## src/rtl/core/serial_adc_reader_with_deadband_macros.svh

```systemverilog
// Assertion macros shared by the serial ADC reader RTL.
`ifndef SERIAL_ADC_READER_WITH_DEADBAND_MACROS_SVH
`define SERIAL_ADC_READER_WITH_DEADBAND_MACROS_SVH

// Same-cycle implication, checked on the rising clock edge, off during reset.
`define SADC_ASSERT_NOW(label, clk_i, rst_n_i, ante, cons) \
	label: assert property (@(posedge clk_i) disable iff (!rst_n_i) (ante) |-> (cons)) \
		else $error("serial ADC reader: assertion failed");

// Next-cycle implication, checked on the rising clock edge, off during reset.
`define SADC_ASSERT_NEXT(label, clk_i, rst_n_i, ante, cons) \
	label: assert property (@(posedge clk_i) disable iff (!rst_n_i) (ante) |=> (cons)) \
		else $error("serial ADC reader: assertion failed");

`endif

```

## src/rtl/core/sadc_pkg.sv

```systemverilog
// Shared types and constants of the serial ADC reader.
package sadc_pkg;

	localparam int SAMPLE_BITS   = 8;
	localparam int DIVIDER_WIDTH = 16;
	localparam int COUNT_WIDTH   = 4;
	localparam int CFG_WIDTH     = 16;
	localparam int CFG_IDX_WIDTH = 2;

	localparam logic [SAMPLE_BITS-1:0] ERROR_VALUE = SAMPLE_BITS'(128);

	// Configuration register indexes.
	localparam logic [CFG_IDX_WIDTH-1:0] REG_SINGLE_ENDED = 2'd0;
	localparam logic [CFG_IDX_WIDTH-1:0] REG_CHANNEL_ODD  = 2'd1;
	localparam logic [CFG_IDX_WIDTH-1:0] REG_DEADBAND     = 2'd2;
	localparam logic [CFG_IDX_WIDTH-1:0] REG_HALF_PERIOD  = 2'd3;

	// Conversion sequence phases.
	typedef enum logic [4:0] {
		PH_IDLE     = 5'd0,
		PH_START_LO = 5'd1,
		PH_START_HI = 5'd2,
		PH_SGL_LO   = 5'd3,
		PH_SGL_HI   = 5'd4,
		PH_ODD_LO   = 5'd5,
		PH_ODD_HI   = 5'd6,
		PH_SETTLE   = 5'd7,
		PH_READ_HI  = 5'd8,
		PH_READ_LO  = 5'd9
	} phase_t;

	// Pin levels after a tick.
	typedef struct packed {
		logic select_n;
		logic serial_clock;
		logic data_line_out;
		logic data_drive_enable;
		logic busy;
	} pins_t;

	// Completion information handed from the sequencer to the deadband filter.
	typedef struct packed {
		logic                   done;
		logic [SAMPLE_BITS-1:0] msb_byte;
		logic [SAMPLE_BITS-1:0] lsb_byte;
	} conv_t;

endpackage

```

## src/rtl/core/sadc_sequencer.sv

```systemverilog
// Conversion sequencer: phases, half-period divider, bit counter and shift bytes.
module sadc_sequencer (
	input  logic                                 clk,
	input  logic                                 arst_n,
	input  logic                                 step,
	input  logic                                 start_request,
	input  logic                                 data_line_in,
	input  logic                                 single_ended,
	input  logic                                 channel_odd,
	input  logic [sadc_pkg::DIVIDER_WIDTH-1:0]   half_period_ticks,
	output sadc_pkg::pins_t                      pins,
	output sadc_pkg::conv_t                      conv
);

	localparam int SB = sadc_pkg::SAMPLE_BITS;
	localparam int DW = sadc_pkg::DIVIDER_WIDTH;
	localparam int CW = sadc_pkg::COUNT_WIDTH;

	sadc_pkg::phase_t  phase_q, phase_d;
	logic [DW-1:0]     div_q, div_d;
	logic [CW-1:0]     count_q, count_d;
	logic [SB-1:0]     msb_q, msb_d, lsb_q, lsb_d;
	logic [DW-1:0]     half;
	logic              div_run;
	logic [CW-1:0]     lsb_pos;
	logic              done;

	assign half    = (half_period_ticks == '0) ? DW'(1) : half_period_ticks;
	assign div_run = (({1'b0, div_q} + (DW+1)'(1)) < {1'b0, half}) && (div_q != '1);
	assign lsb_pos = count_q - CW'(SB - 1);

	always_comb begin
		phase_d = phase_q;
		div_d   = div_q;
		count_d = count_q;
		msb_d   = msb_q;
		lsb_d   = lsb_q;
		done    = 1'b0;
		unique case (phase_q)
			sadc_pkg::PH_START_LO, sadc_pkg::PH_START_HI, sadc_pkg::PH_SGL_LO,
			sadc_pkg::PH_SGL_HI, sadc_pkg::PH_ODD_LO, sadc_pkg::PH_ODD_HI,
			sadc_pkg::PH_SETTLE, sadc_pkg::PH_READ_HI: begin
				if (div_run) begin
					div_d = div_q + DW'(1);
				end else begin
					phase_d = sadc_pkg::phase_t'(phase_q + 5'd1);
					div_d   = '0;
				end
			end
			sadc_pkg::PH_READ_LO: begin
				if (div_run) begin
					div_d = div_q + DW'(1);
				end else begin
					div_d = '0;
					if (count_q < CW'(SB)) begin
						msb_d = {msb_q[SB-2:0], data_line_in};
						if (count_q == CW'(SB - 1)) begin
							lsb_d = lsb_q | SB'(data_line_in);
						end
					end else if (count_q < CW'(2 * SB - 1)) begin
						lsb_d = lsb_q | (SB'(data_line_in) << lsb_pos[2:0]);
					end
					if (count_q >= CW'(2 * SB - 1)) begin
						done    = 1'b1;
						count_d = '0;
						phase_d = sadc_pkg::PH_IDLE;
					end else begin
						count_d = count_q + CW'(1);
						phase_d = sadc_pkg::PH_READ_HI;
					end
				end
			end
			default: begin
				// Idle, and any code without meaning behaves as idle.
				phase_d = sadc_pkg::PH_IDLE;
				if (start_request) begin
					msb_d   = '0;
					lsb_d   = '0;
					count_d = '0;
					div_d   = '0;
					phase_d = sadc_pkg::PH_START_LO;
				end
			end
		endcase
	end

	// Pin levels follow the phase after this tick's update.
	always_comb begin
		pins.busy              = (phase_d != sadc_pkg::PH_IDLE);
		pins.select_n          = (phase_d == sadc_pkg::PH_IDLE);
		pins.data_drive_enable = (phase_d <= sadc_pkg::PH_ODD_HI);
		case (phase_d) inside
			sadc_pkg::PH_START_HI, sadc_pkg::PH_SGL_HI, sadc_pkg::PH_ODD_HI,
			sadc_pkg::PH_READ_HI: pins.serial_clock = 1'b1;
			default:              pins.serial_clock = 1'b0;
		endcase
		case (phase_d) inside
			sadc_pkg::PH_START_LO, sadc_pkg::PH_START_HI: pins.data_line_out = 1'b1;
			sadc_pkg::PH_SGL_LO, sadc_pkg::PH_SGL_HI:     pins.data_line_out = single_ended;
			sadc_pkg::PH_ODD_LO, sadc_pkg::PH_ODD_HI:     pins.data_line_out = channel_odd;
			default:                                      pins.data_line_out = 1'b0;
		endcase
	end

	// The comparison uses the bytes as they stand; no sample is taken on the last tick.
	assign conv.done     = done;
	assign conv.msb_byte = msb_q;
	assign conv.lsb_byte = lsb_q;

	always_ff @(posedge clk or negedge arst_n) begin
		if (!arst_n) begin
			phase_q <= sadc_pkg::PH_IDLE;
			div_q   <= '0;
			count_q <= '0;
			msb_q   <= '0;
			lsb_q   <= '0;
		end else if (step) begin
			phase_q <= phase_d;
			div_q   <= div_d;
			count_q <= count_d;
			msb_q   <= msb_d;
			lsb_q   <= lsb_d;
		end
	end

endmodule

```

## src/rtl/core/sadc_deadband.sv

```systemverilog
// Result check and deadband filter holding the last reported value.
module sadc_deadband (
	input  logic                               clk,
	input  logic                               arst_n,
	input  logic                               step,
	input  sadc_pkg::conv_t                    conv,
	input  logic [sadc_pkg::SAMPLE_BITS-1:0]   deadband,
	output logic [sadc_pkg::SAMPLE_BITS-1:0]   reading,
	output logic                               mismatch,
	output logic                               changed,
	output logic [sadc_pkg::SAMPLE_BITS-1:0]   reported_next
);

	localparam int SB = sadc_pkg::SAMPLE_BITS;

	logic [SB-1:0] last_q;
	logic [SB-1:0] value;
	logic [SB-1:0] diff;
	logic          differ;

	assign differ = (conv.msb_byte != conv.lsb_byte);
	assign value  = differ ? sadc_pkg::ERROR_VALUE : conv.msb_byte;
	assign diff   = (value > last_q) ? (value - last_q) : (last_q - value);

	assign mismatch      = conv.done && differ;
	assign reading       = conv.done ? value : '0;
	assign changed       = conv.done && (value != sadc_pkg::ERROR_VALUE) && (diff > deadband);
	assign reported_next = changed ? value : last_q;

	always_ff @(posedge clk or negedge arst_n) begin
		if (!arst_n) begin
			last_q <= '0;
		end else if (step) begin
			last_q <= reported_next;
		end
	end

endmodule

```

## src/rtl/core/serial_adc_reader_with_deadband.sv

```systemverilog
// Top level of the serial ADC reader with deadband filtering.
// This block is the pin-level master of an 8-bit three-wire serial ADC. Each slave-side
// transaction is one time tick carrying a start request and the sampled data line; each
// tick produces exactly one master-side transaction with the pin levels to drive after
// that tick and, on the completing tick, the reading. A conversion selects the device,
// sends a start bit, the single-ended bit and the channel bit, settles for one half
// period, then reads eight bits MSB first and eight bits LSB first. Differing bytes give
// the error reading 128, which is never reported; another reading is flagged as changed
// and becomes the reported value only when it differs from the last reported value by
// more than the deadband. Each phase lasts half_period_ticks ticks (zero acts as one).
// Throughput is one transaction per clock while m_tready stays high: the sequencer and
// deadband state advance in a single registered step per tick, and the result lands in
// an output register, so a new tick is taken in the same cycle the previous result is
// taken downstream. Configuration is written through the plain write port and should
// change only while no conversion is running.
module serial_adc_reader_with_deadband (
	input  logic                                 clk,
	input  logic                                 arst_n,
	// Slave side. tdata: [0] start_request, [1] data_line_in, [7:2] zero.
	input  logic                                 s_tvalid,
	output logic                                 s_tready,
	input  logic [7:0]                           s_tdata,
	// Master side. tdata: [0] select_n, [1] serial_clock, [2] data_line_out,
	// [3] data_drive_enable, [4] busy_res, [12:5] reading, [13] reading_valid,
	// [14] mismatch, [15] changed, [23:16] reported_value.
	output logic                                 m_tvalid,
	input  logic                                 m_tready,
	output logic [23:0]                          m_tdata,
	// Configuration write port.
	input  logic                                 cfg_wr_en,
	input  logic [sadc_pkg::CFG_IDX_WIDTH-1:0]   cfg_index,
	input  logic [sadc_pkg::CFG_WIDTH-1:0]       cfg_wdata
);

	`include "serial_adc_reader_with_deadband_macros.svh"

	localparam int SB = sadc_pkg::SAMPLE_BITS;
	localparam int DW = sadc_pkg::DIVIDER_WIDTH;

	// Configuration registers.
	logic          single_ended_q;
	logic          channel_odd_q;
	logic [SB-1:0] deadband_q;
	logic [DW-1:0] half_period_q;

	// An offered tick is taken whenever the output register is empty or being drained.
	logic step;

	sadc_pkg::pins_t pins;
	sadc_pkg::conv_t conv;
	logic [SB-1:0]   reading;
	logic            mismatch;
	logic            changed;
	logic [SB-1:0]   reported_next;

	// Output register.
	logic          out_valid_q;
	logic [23:0]   out_data_q;

	assign s_tready = !out_valid_q || m_tready;
	assign step     = s_tvalid && s_tready;
	assign m_tvalid = out_valid_q;
	assign m_tdata  = out_data_q;

	always_ff @(posedge clk or negedge arst_n) begin
		if (!arst_n) begin
			single_ended_q <= 1'b1;
			channel_odd_q  <= 1'b0;
			deadband_q     <= SB'(2);
			half_period_q  <= DW'(1);
		end else if (cfg_wr_en) begin
			unique case (cfg_index)
				sadc_pkg::REG_SINGLE_ENDED: single_ended_q <= cfg_wdata[0];
				sadc_pkg::REG_CHANNEL_ODD:  channel_odd_q  <= cfg_wdata[0];
				sadc_pkg::REG_DEADBAND:     deadband_q     <= cfg_wdata[SB-1:0];
				sadc_pkg::REG_HALF_PERIOD:  half_period_q  <= cfg_wdata[DW-1:0];
				default: ;
			endcase
		end
	end

	sadc_sequencer u_sequencer (
		.clk               (clk),
		.arst_n            (arst_n),
		.step              (step),
		.start_request     (s_tdata[0]),
		.data_line_in      (s_tdata[1]),
		.single_ended      (single_ended_q),
		.channel_odd       (channel_odd_q),
		.half_period_ticks (half_period_q),
		.pins              (pins),
		.conv              (conv)
	);

	sadc_deadband u_deadband (
		.clk           (clk),
		.arst_n        (arst_n),
		.step          (step),
		.conv          (conv),
		.deadband      (deadband_q),
		.reading       (reading),
		.mismatch      (mismatch),
		.changed       (changed),
		.reported_next (reported_next)
	);

	always_ff @(posedge clk or negedge arst_n) begin
		if (!arst_n) begin
			out_valid_q <= 1'b0;
		end else if (step) begin
			out_valid_q <= 1'b1;
		end else if (m_tready) begin
			out_valid_q <= 1'b0;
		end
	end

	// Payload needs no reset; it is loaded with every accepted tick.
	always_ff @(posedge clk) begin
		if (step) begin
			out_data_q <= {reported_next, changed, mismatch, conv.done, reading,
				pins.busy, pins.data_drive_enable, pins.data_line_out,
				pins.serial_clock, pins.select_n};
		end
	end

	// A completed conversion always returns the sequencer to idle.
	`SADC_ASSERT_NEXT(a_done_idle, clk, arst_n, step && conv.done, out_data_q[4] == 1'b0 && out_data_q[0] == 1'b1)
	// A mismatch always reads as the error value.
	`SADC_ASSERT_NOW(a_mismatch_err, clk, arst_n, out_valid_q && out_data_q[14], out_data_q[12:5] == sadc_pkg::ERROR_VALUE)
	// A reported change updates the reported value to the reading.
	`SADC_ASSERT_NOW(a_changed_val, clk, arst_n, out_valid_q && out_data_q[15], out_data_q[23:16] == out_data_q[12:5] && out_data_q[13])
	// The block never stalls the input while the output register is empty.
	`SADC_ASSERT_NOW(a_ready_empty, clk, arst_n, !out_valid_q, s_tready)

endmodule

```

## config.mk

```make
export PLATFORM = sky130hd
export DESIGN_NAME = serial_adc_reader_with_deadband
export DESIGN_NICKNAME = d
export VERILOG_FILES = /design/src/rtl/core/sadc_pkg.sv /design/src/rtl/core/sadc_sequencer.sv /design/src/rtl/core/sadc_deadband.sv /design/src/rtl/core/serial_adc_reader_with_deadband.sv
export VERILOG_INCLUDE_DIRS = /design/src /design/src/rtl/core
export SDC_FILE = /design/constraint.sdc
export NUM_CORES = 1
export LEC_CHECK = 0
export BUFFER_PORTS_ARGS = -buffer_cell sky130_fd_sc_hd__buf_2
export CORE_ASPECT_RATIO = 0.75
export CORE_MARGIN = 2
export CORE_UTILIZATION = 25
export DETAILED_ROUTE_END_ITERATION = 8
export MAX_ROUTING_LAYER = met4
export PLACE_DENSITY = 0.4
export SYNTH_ARGS = -nofsm -noshare
export SYNTH_HDL_FRONTEND = slang
export SYNTH_SLANG_ARGS = --single-unit
```

## constraint.sdc

```tcl
create_clock -name clk -period 11.54 [get_ports clk]
set_input_delay 0.577 -clock clk [delete_from_list [all_inputs] [get_ports clk]]
set_output_delay 0.577 -clock clk [all_outputs]
set_load 0.05 [all_outputs]
```

==> results of run 1 <==
[cells in the final DEF, fill, tap and decap left out, types with 7 or more instances in the layout]
master / n
a22o_1: 8
edfxtp_1: 24
mux2_2: 30
xnor2_1: 20
nor3_1: 7
xor2_1: 10
a21oi_1: 22
nor2_1: 41
nand4_1: 17
nand2_1: 74
o21a_1: 8
inv_1: 56
o21ai_0: 28
ha_1: 45
o21ai_1: 11
nand3_1: 17
dfrtp_1: 73
buf_2: 49
clkbuf_16: 9
[logic make-up (layout without fill, tap and decap cells)]
logic type,count (synthesis),count (layout),synth area share [%]
simple gates,197,197,16.7
buf+inv,75,128,5.09
compound gates,118,118,13.6
xor+xnor,30,30,4.40
fa+ha+maj,47,47,10.1
flops,100,100,43.9
mux,33,33,6.22
[power by group through the flow]
stage	combinational, mW	clock [mW]	sequential [mW]
2_1_floorplan	0.132	0	0.433
3_3_place_gp	0.195	0	0.425
3_5_place_dp	0.200	0	0.426
4_1_cts	0.200	0.296	0.419
5_1_grt	0.224	0.309	0.423
6_report	0.197	0.283	0.419
[sequential cells by signal, indices dropped and copies added (netlist names)]
register	count
channel_odd_q	1
deadband_q	8
half_period_q	16
m_tdata	24
m_tvalid	1
single_ended_q	1
u_deadband.last_q	8
u_sequencer.count_q	4
u_sequencer.div_q	16
u_sequencer.lsb_q	8
u_sequencer.msb_q	8
u_sequencer.phase_q	5
[path summary, 6_finish.rpt]
path,slack (ns),depth (start not counted),endpoint,start
setup reg to reg,5.57,19,m_tdata[23],u_sequencer.msb_q[3]
hold / removal,0.12,1,m_tvalid,arst_n
min in group clk,0.43,2,m_tvalid,s_tvalid
max in group asynchronous,10.38,2,deadband_q[4],arst_n
hold reg to reg,0.51,1,deadband_q[2],deadband_q[2]
setup / recovery,5.57,19,m_tdata[23],u_sequencer.msb_q[3]
[worst max-delay path: stages (launching register included)]
cell,delay (ns)
dfrtp_1,0.46
xnor2_1,0.18
nand4_1,0.12
nor2_1,0.49
nand2_1,0.29
ha_1,0.50
a21o_1,0.16
a21oi_1,0.08
nor2b_1,0.13
o21ai_0,0.10
a21oi_1,0.81
mux2_2,0.43
a2111oi_0,0.43
nor3_1,0.14
ha_1,0.31
nand3_1,0.13
a21oi_1,0.45
o211ai_4,0.26
nor2_1,0.14
a21oi_1,0.07
[cell type report]
cell class / count / share of cell area, %
well taps: 300 / 5.51
clock inverters: 3 / 0.331
flip-flops and latches: 100 / 38.6
multi-input cells: 425 / 44.7
clock buffers: 13 / 3.53
inverters: 59 / 3.27
repair buffers: 53 / 4.04
[layer usage]
metal,track usage [%],wire length (microns),up-vias
met5,-,0,-
met2,17.7,6010,48
met4,2.69,138,0
li1,-,-,2196
met3,2.47,366,9
met1,18.1,7730,2101
[through the flow]
stage	total power, mW	hold slack, ns	utilization [%]
6_report	0.899	0.119	29.3
5_1_grt	0.957	0.135	29.3
4_1_cts	0.915	0.123	29.3
3_5_place_dp	0.626	0.498	28.2
3_3_place_gp	0.620	0.495	28.2
2_1_floorplan	0.566	0.281	-
==> results.toml, run 1 <==
[logic_synthesis]
synth_area_leaders = "dfrtp_1, edfxtp_1, ha_1"
synth_most_common_cell = "nand2_1"
ys_types = 69
synth.top_cell.area_share_pct = 30.6
avgSynthCellArea_sq_um = 9.96
synth_area_sq_um = 5980
syn_nets = 678
synth.top_cells.by_count = "nand2_1, dfrtp_1, inv_1, ha_1, nor2_1"
ys_async_sr_fraction_pct = 76.0
yosys_warnings = 0
synth_edf_count = 24
yosysSeqAreaShare_pct = 43.9
synth_flop_cell = "dfrtp_1"
synthCells = 600
ys_ff_latch = 100
synth_area_leader_cell = "dfrtp_1"

[final_layout]
final_area_sq_um = 6810
drive_gt1_share_pct = 18.4
diodes = 0
seq_area_sq_um = 2630
num-nets-final = 726
syn_to_final_growth_pct = 13.9
multi_input_area_sq_um = 3050
final_cells = 953
nFillCells = 2391

[clocking]
path_clk_slew_ns = 0.07
cts_tree = "done"
cts_buffers = 9
clock-root-buffer = "clkbuf_16"
postCtsResizedCells = 0
h-tree-depth = 3
hold_buffers = 0
cts_sinks = 100
clk_path_buf_depth = 2
cts_setup_buffers = 0
insertion_delay_ns = 0.35

[sta]
setup_tns_ns = 0
setup_slack_ns = 5.57
finalSetupViolCount = 0
relSlewSlack_pct = 20.8
period_needed_ns = 5.97
period_share_pct = 51.8
max_freq_mhz = 167
grt_setup_unrepaired = "no"
report.final.hold_viol_count = 0
drv_slew = 0
worst_pin_slew_ns = 1.18
fin_skew_ns = 0.0101

[floorplan]
boundaryPins = 57
start_util_pct = 25.7
die_width_microns = 183
placementRows = 48
fp.dieArea_sq_um = 25200
core_sq_um = 23200
die_h_microns = 138

[flow_run]
maxCapViolations = 0

[detailed_routing]
wirelength_microns = 14200
wire_per_inst_microns = 15.0
firstDrtPassIters = 4
via_count = 4354
route.detailed.drc = 0
ant_nets = 0
vias_per_cell = 4.57
drt_iter0_markers = 226

[grt]
grt_remaining_overflow = 0
antenna_found_initial = 0
grt_pass1_vias = 4331
grt_max_degree = 55
grt_pass1_wl_microns = 23500
track_usage_pct = 12.4

[pwr]
peakVddDrop_uv = 59.5
switching_share_pct = 31.8
pwr-share-comb_pct = 21.9
p_switching_uw = 286
p_seq_share_pct = 46.6
clkPwrFrac_pct = 31.5
leakage_nw = 3.09
p_int_uw = 614
powerDensity_nw_per_um2 = 132

[setup_path]
cp.required_ns = 11.61
end_kind = "flop"
path_max_fanout = 16
critPathLaunchType = "flop"
criticalPathCategory = "flop to flop"
arrival_ns = 6.05

[placed_design]
dpl.hpwl_microns = 10700
place_congestion = 0.806
io_buffers = 50
dp_slack_ns = 5.65
dpl_cell_area_sq_um = 6550
place_inst = 937

[outcome]
status = "completed"

[worst_hold_path]
min_path_type = "input port to asynchronous set/reset pin"
(Power assumes the default switching activity.)
==> inputs of run 2 (changes only) <==
--- a/config.mk
+++ b/config.mk
@@ -6,6 +6,7 @@
 export SDC_FILE = /design/constraint.sdc
 export NUM_CORES = 1
 export LEC_CHECK = 0
+export ABC_AREA = 1
 export BUFFER_PORTS_ARGS = -buffer_cell sky130_fd_sc_hd__buf_2
 export CORE_ASPECT_RATIO = 0.75
 export CORE_MARGIN = 2
==> constraint.sdc (replaced) <==
create_clock -name clk -period 6.2 [get_ports clk]
set_input_delay 0.31 -clock clk [delete_from_list [all_inputs] [get_ports clk]]
set_output_delay 0.31 -clock clk [all_outputs]
set_load 0.05 [all_outputs]
==> run 2 against run 1 <==
Via count increased by 11%. Cell area up 4.3%. Flip-flop and latch count is the same. Register-to-register slack got worse by 4.4 ns. Cell count up 20%. Maximum frequency is 18% higher. Combinational power grew to 3.0 times the previous value. Die area up 3.5%.
==> results.toml, run 2 <==
[setup_path]
rrSetupSlack_ns = 1.15
reg2reg_to = "u_deadband.last_q[1]"
criticalPathCategory = "flop to flop"
arrival_ns = 5.35
critPathLaunchType = "flop"
cpPeakStageDelay_ns = 0.41
end_kind = "flop"
crit_end = "u_deadband.last_q[1]"
rr_worst_depth = 28
slowest_stage = "dfrtp_1"
r2r_start = "u_sequencer.msb_q[5]"
cp.required_ns = 6.50
cp-startpoint = "u_sequencer.msb_q[5]"
worst_path_most_repeated_cell = "nand2_1"
path_max_fanout = 17

[logic_synthesis]
synth.top_cells.by_count = "nand2_1, inv_1, dfrtp_1, nor2_1, o21ai_0"
synth_edf_count = 24
ys_async_sr_fraction_pct = 76.0
yosysSeqAreaShare_pct = 42.4
syn_nets = 836
synthCells = 758
synth_most_common_cell = "nand2_1"
synth_area_sq_um = 6190
yosys_warnings = 0
ys_types = 45
synth_area_leaders = "dfrtp_1, edfxtp_1, ha_1"
synth_area_leader_cell = "dfrtp_1"
synth.top_cell.area_share_pct = 29.5
avgSynthCellArea_sq_um = 8.17
ys_ff_latch = 100
synth_flop_cell = "dfrtp_1"

[outcome]
status = "completed"

[final_layout]
layout_commonest_cell = "nand2_1"
diodes = 0
final_cells = 1147
num-nets-final = 889
syn_to_final_growth_pct = 14.8
nFillCells = 2648
largest_reg_flops = 24
final_area_sq_um = 7100
layout_common_cells = "nand2_1, inv_1, dfrtp_1, nor2_1, o21ai_0"
drive_gt1_share_pct = 14.0

[placed_design]
dpl_cell_area_sq_um = 6820
place_inst = 1130
dp_slack_ns = 1.11
io_buffers = 50
place_congestion = 0.801
dpl.hpwl_microns = 11500

[sta]
setup_slack_ns = 1.15
report.final.hold_viol_count = 0
finalSetupViolCount = 0
drv_slew = 0
period_needed_ns = 5.05
relSlewSlack_pct = 27.2
fin_skew_ns = 0.00893
period_share_pct = 81.5
worst_pin_slew_ns = 1.09
setup_tns_ns = 0
grt_setup_unrepaired = "no"
max_freq_mhz = 198

[floorplan]
placementRows = 49
die_width_microns = 186
core_sq_um = 24200
boundaryPins = 57
die_h_microns = 140
fp.dieArea_sq_um = 26000
start_util_pct = 25.6

[pwr]
total_power_mw = 1.93
peakVddDrop_uv = 144
powerDensity_nw_per_um2 = 272
leakage_nw = 3.51

[grt]
antenna_found_initial = 0
track_usage_pct = 13.0
grt_max_degree = 68
grt_pass1_wl_microns = 25500
grt_remaining_overflow = 0
grt_pass1_vias = 4733

[detailed_routing]
via_count = 4838
wirelength_microns = 15300
firstDrtPassIters = 4
wire_per_inst_microns = 13.4
drt_iter0_markers = 281
vias_per_cell = 4.22
ant_nets = 0
route.detailed.drc = 0

[clocking]
cts_buffers = 9
cts_tree = "done"
postCtsResizedCells = 0
clock-root-buffer = "clkbuf_16"
cts_sinks = 100
clk_path_buf_depth = 2
h-tree-depth = 3
path_clk_slew_ns = 0.08
insertion_delay_ns = 0.36

[worst_hold_path]
holdPathStages = 3
min_path_type = "input port to flop"

[flow_run]
maxCapViolations = 0
[run 2: power by group]
group	internal, mW	switching [mW]	total (mW)
Clock	0.277	0.279	0.556
Sequential	0.744	0.0439	0.788
Combinational	0.182	0.407	0.589
[run 2: routing by layer]
metal	vias to the layer above	wire length [microns]	track usage, %
li1	2541	-	-
met1	2237	8850	20.0
met4	0	172	3.36
met2	52	5910	17.0
met3	8	414	2.70
met5	-	0	-
[run 2: final cells by class]
| cell class | instances | area, sq um | share of cell area, % |
|---|---|---|---|
| multi-input cells | 502 | 2960 | 41.6 |
| flip-flops and latches | 100 | 2630 | 37.0 |
| inverters | 143 | 537 | 7.56 |
| well taps | 331 | 414 | 5.83 |
| repair buffers | 55 | 293 | 4.12 |
| clock buffers | 10 | 229 | 3.22 |
| clock inverters | 6 | 48.8 | 0.687 |
[run 2: metrics by stage]
stage	utilization (%)	hold slack [ns]
after global routing	29.4	0.186
after detailed placement	28.2	0.168
after global placement	28.2	0.161
after CTS	29.4	0.176
after floorplan	-	0.0144
final	29.4	0.193
[run 2: what timing repair did]
item	4_1_cts	5_1_grt
hold endpoints to repair	9	0
hold buffers	1	0
endpoints found under the setup margin	0	0
buffers inserted	0	0
[run 2: critical path: cells and delay by family (launching register included)]
kind            cells  cell delay [ns]
compound gates      7             1.15
xor+xnor            1             0.18
fa+ha+maj           2             0.70
buf+inv             4             0.49
flops               1             0.41
mux                 1             0.28
simple gates       13             1.78
[run 2: worst min path at each step]
stage / start / to / slack (ns)
global placement: arst_n / u_sequencer.phase_q[4] / 0.16
floorplan: arst_n / channel_odd_q / 0.01
detailed placement: arst_n / u_sequencer.phase_q[4] / 0.17
global route: cfg_wdata[10] / half_period_q[10] / 0.19
finish: cfg_wdata[11] / half_period_q[11] / 0.19
CTS: cfg_wdata[10] / half_period_q[10] / 0.18
[run 2: cells by family after synthesis]
kind of cell	Yosys count	synth area share [%]
AOI/OAI and AO/OA	117	10.9
and+or+nand+nor	302	21.8
muxes	6	1.03
buffers and inverters	156	9.80
xor gates and xnor gates	30	4.24
adders and majority gates	47	9.74
DFF	100	42.4
